`config.mk`:
```
export PLATFORM = sky130hd
export DESIGN_NAME = single_wire_sensor_frame_receiver
export DESIGN_NICKNAME = d
export VERILOG_FILES = /design/src/design/swsfr_pkg.sv /design/src/design/single_wire_sensor_frame_receiver.sv
export SDC_FILE = /design/constraint.sdc
export NUM_CORES = 1
export LEC_CHECK = 0
export BUFFER_PORTS_ARGS = -buffer_cell sky130_fd_sc_hd__buf_4
export CAP_MARGIN = 20
export CORE_AREA = 2 2 184 186
export DETAILED_ROUTE_END_ITERATION = 10
export DIE_AREA = 0 0 186 188
export HOLD_SLACK_MARGIN = 0.15
export PLACE_DENSITY_LB_ADDON = 0.1
export SYNTH_ARGS = -nofsm -noshare
export SYNTH_HDL_FRONTEND = slang
export SYNTH_SLANG_ARGS = --single-unit
export TNS_END_PERCENT = 100
```
`constraint.sdc`:
```
create_clock -name aclk -period 15.5 [get_ports aclk]
set_input_delay 0.775 -clock aclk [delete_from_list [all_inputs] [get_ports aclk]]
set_output_delay 0.775 -clock aclk [all_outputs]
set_load 0.01 [all_outputs]
```
`src/design/swsfr_pkg.sv`:
```
// -----------------------------------------------------------------------------
// Single-wire sensor frame receiver package
// Phase encoding, status codes, register map and reset values.
// -----------------------------------------------------------------------------
package swsfr_pkg;

    localparam int FRAME_BYTES   = 5;
    localparam int PULSE_ENTRIES = 80;
    localparam int FRAME_BITS    = FRAME_BYTES * 8;
    localparam int BIT_TOTAL     = PULSE_ENTRIES / 2;

    typedef enum logic [3:0] {
        PH_IDLE     = 4'd0,
        PH_PRE      = 4'd1,
        PH_STARTLOW = 4'd2,
        PH_RELEASE  = 4'd3,
        PH_SETTLE   = 4'd4,
        PH_ACKL     = 4'd5,
        PH_ACKH     = 4'd6,
        PH_BITL     = 4'd7,
        PH_BITH     = 4'd8
    } phase_t;

    localparam logic [1:0] ST_OK       = 2'd0;
    localparam logic [1:0] ST_CHECKSUM = 2'd1;
    localparam logic [1:0] ST_TIMEOUT  = 2'd2;

    localparam logic [2:0] REG_PRE_HIGH     = 3'd0;
    localparam logic [2:0] REG_START_LOW    = 3'd1;
    localparam logic [2:0] REG_RELEASE_HIGH = 3'd2;
    localparam logic [2:0] REG_SETTLE       = 3'd3;
    localparam logic [2:0] REG_PULSE_TMO    = 3'd4;
    localparam logic [2:0] REG_MIN_INTERVAL = 3'd5;

    localparam logic [19:0] RST_PRE_HIGH     = 20'd250000;
    localparam logic [19:0] RST_START_LOW    = 20'd20000;
    localparam logic [9:0]  RST_RELEASE_HIGH = 10'd40;
    localparam logic [9:0]  RST_SETTLE       = 10'd10;
    localparam logic [15:0] RST_PULSE_TMO    = 16'd1000;
    localparam logic [31:0] RST_MIN_INTERVAL = 32'd2000000;

    // skip timed phases of zero length; zero[0..3] flag PRE..SETTLE
    function automatic phase_t skip_zero(phase_t p, logic [3:0] zero);
        phase_t q;
        q = p;
        if (q == PH_PRE      && zero[0]) q = PH_STARTLOW;
        if (q == PH_STARTLOW && zero[1]) q = PH_RELEASE;
        if (q == PH_RELEASE  && zero[2]) q = PH_SETTLE;
        if (q == PH_SETTLE   && zero[3]) q = PH_ACKL;
        return q;
    endfunction

endpackage

```
`src/design/single_wire_sensor_frame_receiver.sv`:
```
// -----------------------------------------------------------------------------
// Single-wire sensor frame receiver
// Each accepted sample word gives one result word, held in the output register.
// Throughput: one sample word per cycle unless stalled; output drains while loading.
// Reset: synchronous, active low; phase idle, interval counter saturated, registers default.
// -----------------------------------------------------------------------------
module single_wire_sensor_frame_receiver
    import swsfr_pkg::*;
(
    input  logic        aclk,
    input  logic        aresetn,
    input  logic        s_tvalid,
    output logic        s_tready,
    input  logic [7:0]  s_tdata,   // line_level, start_request, force_req, pad
    output logic        m_tvalid,
    input  logic        m_tready,
    output logic [47:0] m_tdata,   // drive_enable, drive_level, busy_res, done_res,
                                   // status[1:0], frame_data[39:0], pad
    output logic        m_tuser,   // from_cache
    input  logic        psel,
    input  logic        penable,
    input  logic        pwrite,
    input  logic [4:0]  paddr,
    input  logic [31:0] pwdata,
    output logic [31:0] prdata,
    output logic        pready
);

    logic [19:0] pre_high_reg;
    logic [19:0] start_low_reg;
    logic [9:0]  release_high_reg;
    logic [9:0]  settle_reg;
    logic [15:0] pulse_tmo_reg;
    logic [31:0] min_interval_reg;

    phase_t                 phase_reg, phase_next, run_phase;
    logic [19:0]            phase_ticks_reg, phase_ticks_next;
    logic [15:0]            low_count_reg, low_count_next;
    logic [15:0]            pulse_count_reg, pulse_count_next;
    logic [5:0]             bit_index_reg, bit_index_next;
    logic [FRAME_BITS-1:0]  frame_reg, frame_next;
    logic [31:0]            since_reg, since_next;
    logic [1:0]             last_status_reg, last_status_next;

    logic        accept;
    logic        line_level, start_request, force_req;
    logic        cache_hit, fail, finish;
    logic [3:0]  zero_len;
    logic [19:0] cur_len;
    logic        expect_level;
    logic [7:0]  csum;

    logic        drive_enable, drive_level, busy_res, done_res, from_cache;
    logic [1:0]  status;
    logic [FRAME_BITS-1:0] frame_data;

    logic        m_tvalid_reg;
    logic [47:0] m_tdata_reg;
    logic        m_tuser_reg;

    logic        cfg_wr;
    logic [2:0]  cfg_idx;

    assign line_level    = s_tdata[0];
    assign start_request = s_tdata[1];
    assign force_req     = s_tdata[2];

    assign s_tready = !m_tvalid_reg || m_tready;
    assign accept   = s_tvalid && s_tready;

    assign zero_len = {settle_reg == 10'd0, release_high_reg == 10'd0,
                       start_low_reg == 20'd0, pre_high_reg == 20'd0};

    // next state
    always_comb begin
        phase_next       = phase_reg;
        phase_ticks_next = phase_ticks_reg;
        low_count_next   = low_count_reg;
        pulse_count_next = pulse_count_reg;
        bit_index_next   = bit_index_reg;
        frame_next       = frame_reg;
        since_next       = since_reg;
        last_status_next = last_status_reg;
        cache_hit        = 1'b0;
        fail             = 1'b0;
        finish           = 1'b0;
        cur_len          = 20'd0;
        expect_level     = 1'b0;
        csum             = 8'd0;

        if (phase_reg == PH_IDLE && start_request) begin
            if (!force_req && since_reg < min_interval_reg) begin
                cache_hit = 1'b1;
            end else begin
                frame_next       = '0;
                since_next       = 32'd0;
                phase_next       = skip_zero(PH_PRE, zero_len);
                phase_ticks_next = 20'd0;
                pulse_count_next = 16'd0;
                if (phase_next == PH_ACKL) bit_index_next = 6'd0;
            end
        end
        run_phase = phase_next;

        if (phase_next inside {PH_PRE, PH_STARTLOW, PH_RELEASE, PH_SETTLE}) begin
            case (phase_next)
                PH_PRE:      cur_len = pre_high_reg;
                PH_STARTLOW: cur_len = start_low_reg;
                PH_RELEASE:  cur_len = {10'd0, release_high_reg};
                default:     cur_len = {10'd0, settle_reg};
            endcase
            phase_ticks_next = phase_ticks_next + 20'd1;
            if (phase_ticks_next >= cur_len) begin
                phase_next       = skip_zero(phase_t'(phase_next + 4'd1), zero_len);
                phase_ticks_next = 20'd0;
                pulse_count_next = 16'd0;
                if (phase_next == PH_ACKL) bit_index_next = 6'd0;
            end
        end else if (phase_next != PH_IDLE) begin
            expect_level = (phase_next == PH_ACKH) || (phase_next == PH_BITH);
            if (line_level == expect_level) begin
                if (pulse_count_next >= pulse_tmo_reg) fail = 1'b1;
                else pulse_count_next = pulse_count_next + 16'd1;
            end else if (pulse_count_next == 16'd0) begin
                fail = 1'b1;
            end else begin
                if (phase_next == PH_BITH) begin
                    frame_next = {frame_next[FRAME_BITS-2:0],
                                  pulse_count_next > low_count_next};
                    bit_index_next = bit_index_next + 6'd1;
                    finish = (bit_index_next >= 6'(BIT_TOTAL));
                end else if (phase_next == PH_BITL) begin
                    low_count_next = pulse_count_next;
                end
                if (!finish) begin
                    case (phase_next)
                        PH_BITH: phase_next = PH_BITL;
                        PH_BITL: phase_next = PH_BITH;
                        default: phase_next = phase_t'(phase_next + 4'd1);
                    endcase
                    if (pulse_tmo_reg == 16'd0) fail = 1'b1;
                    else pulse_count_next = 16'd1;
                end
            end
        end

        if (fail) begin
            phase_next       = PH_IDLE;
            frame_next       = '0;
            last_status_next = ST_TIMEOUT;
        end else if (finish) begin
            csum = frame_next[39:32] + frame_next[31:24] + frame_next[23:16]
                 + frame_next[15:8];
            last_status_next = (csum == frame_next[7:0]) ? ST_OK : ST_CHECKSUM;
            phase_next       = PH_IDLE;
        end

        if (since_next != 32'hFFFF_FFFF) since_next = since_next + 32'd1;
    end

    // result word
    always_comb begin
        drive_enable = run_phase inside {PH_PRE, PH_STARTLOW, PH_RELEASE};
        drive_level  = run_phase inside {PH_PRE, PH_RELEASE};
        busy_res     = (run_phase != PH_IDLE) && !fail && !finish;
        done_res     = cache_hit || fail || finish;
        from_cache   = cache_hit;
        if (fail) begin
            status     = ST_TIMEOUT;
            frame_data = '0;
        end else if (finish) begin
            status     = last_status_next;
            frame_data = frame_next;
        end else if (cache_hit) begin
            status     = last_status_reg;
            frame_data = frame_reg;
        end else begin
            status     = ST_OK;
            frame_data = '0;
        end
    end

    always_ff @(posedge aclk) begin
        if (!aresetn) begin
            phase_reg       <= PH_IDLE;
            phase_ticks_reg <= 20'd0;
            low_count_reg   <= 16'd0;
            pulse_count_reg <= 16'd0;
            bit_index_reg   <= 6'd0;
            frame_reg       <= '0;
            since_reg       <= 32'hFFFF_FFFF;
            last_status_reg <= ST_OK;
        end else if (accept) begin
            phase_reg       <= phase_next;
            phase_ticks_reg <= phase_ticks_next;
            low_count_reg   <= low_count_next;
            pulse_count_reg <= pulse_count_next;
            bit_index_reg   <= bit_index_next;
            frame_reg       <= frame_next;
            since_reg       <= since_next;
            last_status_reg <= last_status_next;
        end
    end

    always_ff @(posedge aclk) begin
        if (!aresetn) begin
            m_tvalid_reg <= 1'b0;
        end else if (accept) begin
            m_tvalid_reg <= 1'b1;
        end else if (m_tready) begin
            m_tvalid_reg <= 1'b0;
        end
    end

    always_ff @(posedge aclk) begin
        if (accept) begin
            m_tdata_reg <= {2'b00, frame_data, status, done_res, busy_res,
                            drive_level, drive_enable};
            m_tuser_reg <= from_cache;
        end
    end

    assign m_tvalid = m_tvalid_reg;
    assign m_tdata  = m_tdata_reg;
    assign m_tuser  = m_tuser_reg;

    // configuration port
    assign pready  = 1'b1;
    assign cfg_idx = paddr[4:2];
    assign cfg_wr  = psel && penable && pwrite && pready;

    always_ff @(posedge aclk) begin
        if (!aresetn) begin
            pre_high_reg     <= RST_PRE_HIGH;
            start_low_reg    <= RST_START_LOW;
            release_high_reg <= RST_RELEASE_HIGH;
            settle_reg       <= RST_SETTLE;
            pulse_tmo_reg    <= RST_PULSE_TMO;
            min_interval_reg <= RST_MIN_INTERVAL;
        end else if (cfg_wr) begin
            case (cfg_idx)
                REG_PRE_HIGH:     pre_high_reg     <= pwdata[19:0];
                REG_START_LOW:    start_low_reg    <= pwdata[19:0];
                REG_RELEASE_HIGH: release_high_reg <= pwdata[9:0];
                REG_SETTLE:       settle_reg       <= pwdata[9:0];
                REG_PULSE_TMO:    pulse_tmo_reg    <= pwdata[15:0];
                REG_MIN_INTERVAL: min_interval_reg <= pwdata;
                default: ;
            endcase
        end
    end

    always_comb begin
        case (cfg_idx)
            REG_PRE_HIGH:     prdata = {12'd0, pre_high_reg};
            REG_START_LOW:    prdata = {12'd0, start_low_reg};
            REG_RELEASE_HIGH: prdata = {22'd0, release_high_reg};
            REG_SETTLE:       prdata = {22'd0, settle_reg};
            REG_PULSE_TMO:    prdata = {16'd0, pulse_tmo_reg};
            REG_MIN_INTERVAL: prdata = min_interval_reg;
            default:          prdata = 32'd0;
        endcase
    end

endmodule

```
======== After elaboration in Yosys (flattened, before gate mapping) ========
Cells that the tools add are included.
storage, ports and cells
  flip-flop bits (word level) ............. 292
  input bits .............................. 52
  output and inout port bits .............. 84
  logic and storage cells ................. 201
operators by class
  add/subtract/negate cells ............... 8
  $lt $le $gt $ge ......................... 5
  equal/unequal tests ..................... 24
  mux-type cells .......................... 100
  bitwise gates (word level) .............. 4
  reductions and logical operators ........ 42
operators by type and width
  kind                                                                   count
  40-bit 2-to-1 mux                                                      10
  32-bit one-hot mux with 6 select lines                                 1
  16-bit 2-to-1 mux                                                      10
  4-bit 2-to-1 mux                                                       33
  20-bit 2-to-1 mux                                                      5
  32-bit 2-to-1 mux                                                      3
  6-bit 2-to-1 mux                                                       10
  20-bit one-hot mux with 3 select lines                                 1
  20-bit zero test                                                       2
  32-bit by 1-bit adder with 32-bit output, second input constant        1
  16-bit zero test                                                       2
  32-bit less-than comparator                                            1
  32-bit != test, second input constant                                  1
  4-bit by 3-bit equality test with 1-bit output, second input constant  7
  8-bit adder                                                            3
  4-bit by 2-bit equality test with 1-bit output, second input constant  6
  1-bit 2-to-1 mux                                                       21
  20-bit by 1-bit adder with 20-bit output, second input constant        1
  20-bit greater-or-equal comparator                                     1
  10-bit zero test                                                       2
  16-bit by 1-bit adder with 16-bit output, second input constant        1
  16-bit greater-or-equal comparator                                     1
  16-bit greater-than comparator                                         1
  1-bit logical AND                                                      14
  other kinds (22)                                                       45

======== Depth between registers and ports, before layout ========
  depth after elaboration ................. 46
  gate-level depth with buffers ........... 34
  gate-level depth less buffers ........... 31

======== Worst setup path before layout ========
Ideal clock, no wire load.
  path kind ............................... register -> register
  start point ............................. reg since_reg[27]
  end point ............................... reg m_tdata_reg[4], in the netlist m_tdata[4], data pin
  setup time .............................. 0.281 ns
  arrival time ............................ 6.755 ns
  data required time ...................... 15.219 ns
  path slack .............................. 8.465 ns
  stages on the path, launching flop included .. 33
  buffers on the path ..................... 4
  clock period less this slack ............ 7.035 ns
  cells stage by stage .................... dfxtp_1 > ha_1 > a21oi_1 > o21a_1 > o221a_2 > a31oi_1 > nor2_1 > clkbuf_1 > buf_1 > nand2_1 > ha_1 > nor4b_1 > and4_1 > clkbuf_1 > nor3_1 > clkbuf_1 > mux2i_1 > nor2_1 > inv_1 > fa_1 > inv_1 > fa_1 > ha_1 > a21o_1 > a21oi_1 > o21bai_1 > a21oi_1 > xor2_1 > xnor2_1 > nor3_1 > nand4_1 > o21ai_0 > a21oi_1
on the way
  word-level cells in the longest chain between the ends .. 18
  elaborated cells on any way between the ends .. 56
  those cells by class .................... add/sub: 4; order compare: 4; eq/ne: 8; mux: 35; reduce/logical: 5
ends and longest elaborated chain
  item                                                          RTL line                                                                                                                      text
  from (decl)                                                   single_wire_sensor_frame_receiver.sv:42                                                                                       logic [31:0] since_reg, since_next;
  from (signal assigned)                                        single_wire_sensor_frame_receiver.sv:200                                                                                      since_reg <= since_next;
  32-bit less-than comparator *                                 single_wire_sensor_frame_receiver.sv:92                                                                                       if (!force_req && since_reg < min_interval_reg) begin
  1-bit logical AND *                                           single_wire_sensor_frame_receiver.sv:92
  4-bit 2-to-1 mux / 6-bit 2-to-1 mux (equally long branches)   single_wire_sensor_frame_receiver.sv:92
  4-bit 2-to-1 mux / 6-bit 2-to-1 mux (equally long branches)   single_wire_sensor_frame_receiver.sv:91                                                                                       if (phase_reg == PH_IDLE && start_request) begin
  4-bit equality test (tied with other cells)                   single_wire_sensor_frame_receiver.sv:120, single_wire_sensor_frame_receiver.sv:127
  40-bit 2-to-1 mux (tied with other cells)                     single_wire_sensor_frame_receiver.sv:127                                                                                      if (phase_next == PH_BITH) begin
  40-bit 2-to-1 mux (tied with other cells)                     single_wire_sensor_frame_receiver.sv:124                                                                                      end else if (pulse_count_next == 16'd0) begin
  40-bit 2-to-1 mux / 1-bit 2-to-1 mux (equally long branches)  single_wire_sensor_frame_receiver.sv:121, single_wire_sensor_frame_receiver.sv:124
  [2 not listed]                                                --
  8-bit adder / 1-bit 2-to-1 mux (equally long branches)        single_wire_sensor_frame_receiver.sv:152, single_wire_sensor_frame_receiver.sv:105
  8-bit adder (tied with other cells)                           single_wire_sensor_frame_receiver.sv:152                                                                                      csum = frame_next[39:32] + frame_next[31:24] + frame_next[23:16]
  8-bit adder (tied with other cells)                           single_wire_sensor_frame_receiver.sv:153                                                                                      + frame_next[15:8];
  8-bit equality test (tied with other cells)                   single_wire_sensor_frame_receiver.sv:154                                                                                      last_status_next = (csum == frame_next[7:0]) ? ST_OK : ST_CHECKSUM;
  1-bit 2-to-1 mux, on equally long branches                    single_wire_sensor_frame_receiver.sv:154, single_wire_sensor_frame_receiver.sv:105, single_wire_sensor_frame_receiver.sv:119
  2-bit 2-to-1 mux / 1-bit 2-to-1 mux (equally long branches)   single_wire_sensor_frame_receiver.sv:151, single_wire_sensor_frame_receiver.sv:105
  2-bit 2-to-1 mux                                              single_wire_sensor_frame_receiver.sv:147                                                                                      if (fail) begin
  2-bit 2-to-1 mux                                              single_wire_sensor_frame_receiver.sv:171                                                                                      end else if (finish) begin
  to (signal assigned)                                          single_wire_sensor_frame_receiver.sv:217                                                                                      m_tdata_reg <= {2'b00, frame_data, status, done_res, busy_res,
  to (decl)                                                     single_wire_sensor_frame_receiver.sv:58                                                                                       logic [47:0] m_tdata_reg;
Mark *: on every way between the ends. The rest lies on a longest branch, timed or not. The select of a mux whose other input is x is not followed.
A chain may end at the register's enable or synchronous reset.

======== Worst setup path after layout ========
  start point ............................. reg min_interval_reg[31]
  end point ............................... reg m_tdata_reg[4], in the netlist m_tdata[4], data pin
on the way
  word-level cells in the longest chain between the ends .. 18
  elaborated cells on any way between the ends .. 56
  those cells by class .................... add/sub: 4; order compare: 4; eq/ne: 8; mux: 35; reduce/logical: 5
ends and longest elaborated chain
  item                                                          RTL line                                                                                                                      text
  from (decl)                                                   single_wire_sensor_frame_receiver.sv:34                                                                                       logic [31:0] min_interval_reg;
  from (signal assigned)                                        single_wire_sensor_frame_receiver.sv:247                                                                                      REG_MIN_INTERVAL: min_interval_reg <= pwdata;
  32-bit less-than comparator *                                 single_wire_sensor_frame_receiver.sv:92
  1-bit logical AND *                                           single_wire_sensor_frame_receiver.sv:92
  4-bit 2-to-1 mux / 6-bit 2-to-1 mux (equally long branches)   single_wire_sensor_frame_receiver.sv:92
  4-bit 2-to-1 mux / 6-bit 2-to-1 mux (equally long branches)   single_wire_sensor_frame_receiver.sv:91
  4-bit equality test (tied with other cells)                   single_wire_sensor_frame_receiver.sv:120, single_wire_sensor_frame_receiver.sv:127
  40-bit 2-to-1 mux (tied with other cells)                     single_wire_sensor_frame_receiver.sv:127
  40-bit 2-to-1 mux (tied with other cells)                     single_wire_sensor_frame_receiver.sv:124
  40-bit 2-to-1 mux / 1-bit 2-to-1 mux (equally long branches)  single_wire_sensor_frame_receiver.sv:121, single_wire_sensor_frame_receiver.sv:124
  [2 not listed]                                                --
  8-bit adder / 1-bit 2-to-1 mux (equally long branches)        single_wire_sensor_frame_receiver.sv:152, single_wire_sensor_frame_receiver.sv:105
  8-bit adder (tied with other cells)                           single_wire_sensor_frame_receiver.sv:152
  8-bit adder (tied with other cells)                           single_wire_sensor_frame_receiver.sv:153
  8-bit equality test (tied with other cells)                   single_wire_sensor_frame_receiver.sv:154
  1-bit 2-to-1 mux, on equally long branches                    single_wire_sensor_frame_receiver.sv:154, single_wire_sensor_frame_receiver.sv:105, single_wire_sensor_frame_receiver.sv:119
  2-bit 2-to-1 mux / 1-bit 2-to-1 mux (equally long branches)   single_wire_sensor_frame_receiver.sv:151, single_wire_sensor_frame_receiver.sv:105
  2-bit 2-to-1 mux                                              single_wire_sensor_frame_receiver.sv:147
  2-bit 2-to-1 mux                                              single_wire_sensor_frame_receiver.sv:171
Marked as above.

==> out/summary.txt <==
FFs w/ async S/R, synth - 0
grt ovf - 0
Crit path largest cell delay - 0.86 ns
Max Cap Violations - 0
initial antenna violation count - 0
P_leak - 7.761 nW
CTS tree - done
Largest register FFs - 46
Iteration-0 DRC Markers - 1910
fin crit period - 8.553 ns
Clk pin slew, worst setup/hold paths - 0.06 ns
instance count on the critical path - 31
Worst Path Max Fanout - 42
reg2reg start - min_interval_reg[31]
CTS Buffer Depth - 3
PwrDens - 97.39 nW/um^2
Mean Syn Cell Area - 7.756 sq um
first-pass GRT wire length - 88.91 mm
WP data required - 15.74 ns
Remaining DRCs - 0
via count - 17690
VDD IR-drop max - 0.00007238 V
synth unique cells - 84
Worst Max-Slew Pin Slew - 1.170 ns
Starting Density - 0.5397
Post-synth top flop - dfxtp_1
Post-Syn Instances - 2304
end of the critical path - m_tdata[4]
RSZ-0062 raised after global routing - false
DP Worst Slack - 7.055 ns
Diodes inserted - 0
clk root buf - clkbuf_16
insertion delay to the later sink of the worst-skew pair - 0.53 ns
min-delay src - low_count_reg[6]
Post-Syn Area - 17870 sq um
DRT Pass-1 Iters - 8
worst reg2reg setup slack - 6.95 ns
share of cells above drive strength 1 - 0.1011
Core Area - 33110 sq um
Final Cycle Share - 0.5518
Worst Skew - 0.02313 ns
CP Launch Point - min_interval_reg[31]
FF+latch count, synth - 292
FP Rows - 67
largest net degree at the start of global routing - 97
Final TNS setup - 0 ns
gr usage total - 0.3195
Area growth syn-to-layout - 12.82%
FF-to-FF End - m_tdata[4]
synth warn - 0
IO Pins - 136
clk sinks - 292
status - finished clean
final WL - 56.70 mm
R2R depth - 31
ANT nets after route - 0
vias in the first global route - 16050
Hold/Removal Path Class - reg2reg
Final WS setup - 6.947 ns
TritonCTS buffer count - 34
Setup CP Type - reg2reg
Avg WL per Cell - 20.15 microns
Slew Limit Headroom - 0.2199
slowest stage cell, crit path - nor4_1
die height - 188 microns
startpoint types - flip-flop
number of synthesized flops with an enable pin - 47
Max H-tree Level - 2
via density per instance - 6.289
final setup fails - 0
overall power - 1.963 mW
Die X - 186 microns
most frequent cells in the layout - nand2_1, dfxtp_1, a21oi_1, nor2_1, buf_4
Max Slew Vio Count - 0
fmax - 116.9 MHz
number of gates resized after CTS - 0
CP arrival - 8.79 ns
nets - 2507
die area - 34970 sq um
final hold violations - 0
type of element capturing the critical path - flip-flop
HPWL Detailed - 39.10 mm
most common cell after layout, fill and taps aside - nand2_1
sequential-to-total area share from yosys stat - 0.3534
Placer Congestion - 0.9454
crit-path leading delay family - simple AND/OR/NAND/NOR gates
Setup Buffers After CTS - 0
Bufs and invs on worst path - 5
hold buffers post-CTS - 0
number of port buffers - 125
-- tightest hold or removal path, stage by stage, from the launching register on --
cell     delay [ns]
dfxtp_1        0.31
nand2_1        0.05
a21oi_1        0.05
-- report_power, final --
group          total, mW  switching, mW  internal [mW]  leakage (nW)
clock network      0.816          0.326          0.491         0.553
registers          0.816         0.0235          0.793          2.45
logic              0.331          0.221          0.109          4.76
total               1.96          0.570           1.39          7.76
-- synthesized netlist by cell type (8+ instances only) --
master    number  area share
and2_1        13      0.0046
mux2i_1       40       0.022
mux4_2         8       0.010
a21o_1        19      0.0080
fa_1          14       0.016
ha_1         100       0.070
xnor2_1       27       0.013
xor2_1        14      0.0069
clkbuf_1     128       0.027
nand2b_1      10      0.0035
a22oi_1       88       0.037
a211oi_1      11      0.0046
nor2_1       190       0.040
nor4_1        26      0.0091
a31oi_1       23      0.0081
o211ai_1      28       0.012
a21oi_1      238       0.067
o311ai_0      15      0.0074
dfxtp_1      245        0.27
buf_1         14      0.0029
nor3_1        24      0.0067
o21ai_0       98       0.027
inv_1        113       0.024
nor2b_1       16      0.0056
and3_1        55       0.019
nand3_1      112       0.031
edfxtp_1      47       0.079
o21a_1        12      0.0050
o31ai_1        8      0.0034
nand4_1       32       0.011
nand2_1      410       0.086
-- area by class of cell --
| cell class | count | area, sq um |
|---|---|---|
| Multi-Input combinational cell | 1747 | 10580 |
| Inverter | 116 | 442.9 |
| Clock inverter | 7 | 87.58 |
| Sequential cell | 292 | 6316 |
| Tap cell | 448 | 560.5 |
| Clock buffer | 53 | 1033 |
| Fill cell | 3017 | 12950 |
| Timing Repair Buffer | 150 | 1139 |
-- worst min-delay path by stage --
stage                          to  slack, ns  depth (start not counted)
3_5_place_dp     low_count_reg[6]       0.45                          2
5_1_grt         low_count_reg[10]       0.47                          2
6_report         low_count_reg[6]       0.46                          2
2_1_floorplan  last_status_reg[0]       0.43                          2
4_1_cts          low_count_reg[6]       0.45                          2
3_3_place_gp   last_status_reg[0]       0.44                          2
-- cells by family after synthesis --
group	after synthesis	share of synthesized area
compound gates	613	0.2151
xor+xnor	41	0.02009
fa+ha+maj	114	0.08570
buf+inv	266	0.05699
flops	292	0.3534
mux	51	0.03438
other cells	2	0.0004202
simple gates	925	0.2339
-- stage by stage --
step	std cells	util	hold slack [ns]	cell area, sq um
4_1_cts	2811	0.6083	0.4541	20140
5_1_grt	2813	0.6089	0.4671	20160
6_report	2813	0.6089	0.4566	20160
3_3_place_gp	2749	0.5737	0.4399	19000
2_1_floorplan	2305	-	0.4322	17870
3_5_place_dp	2751	0.5744	0.4468	19020
-- layer usage --
layer / vias to the layer above / GRT usage / part of all wire
met2: 873 / 0.4794 / 0.44
met3: 138 / 0.04797 / 0.086
met5: - / 0 / 0
met4: 0 / 0.1163 / 0.038
li1: 8276 / - / -
met1: 8403 / 0.4640 / 0.44
No activity file was read; power rests on OpenSTA's default activity.
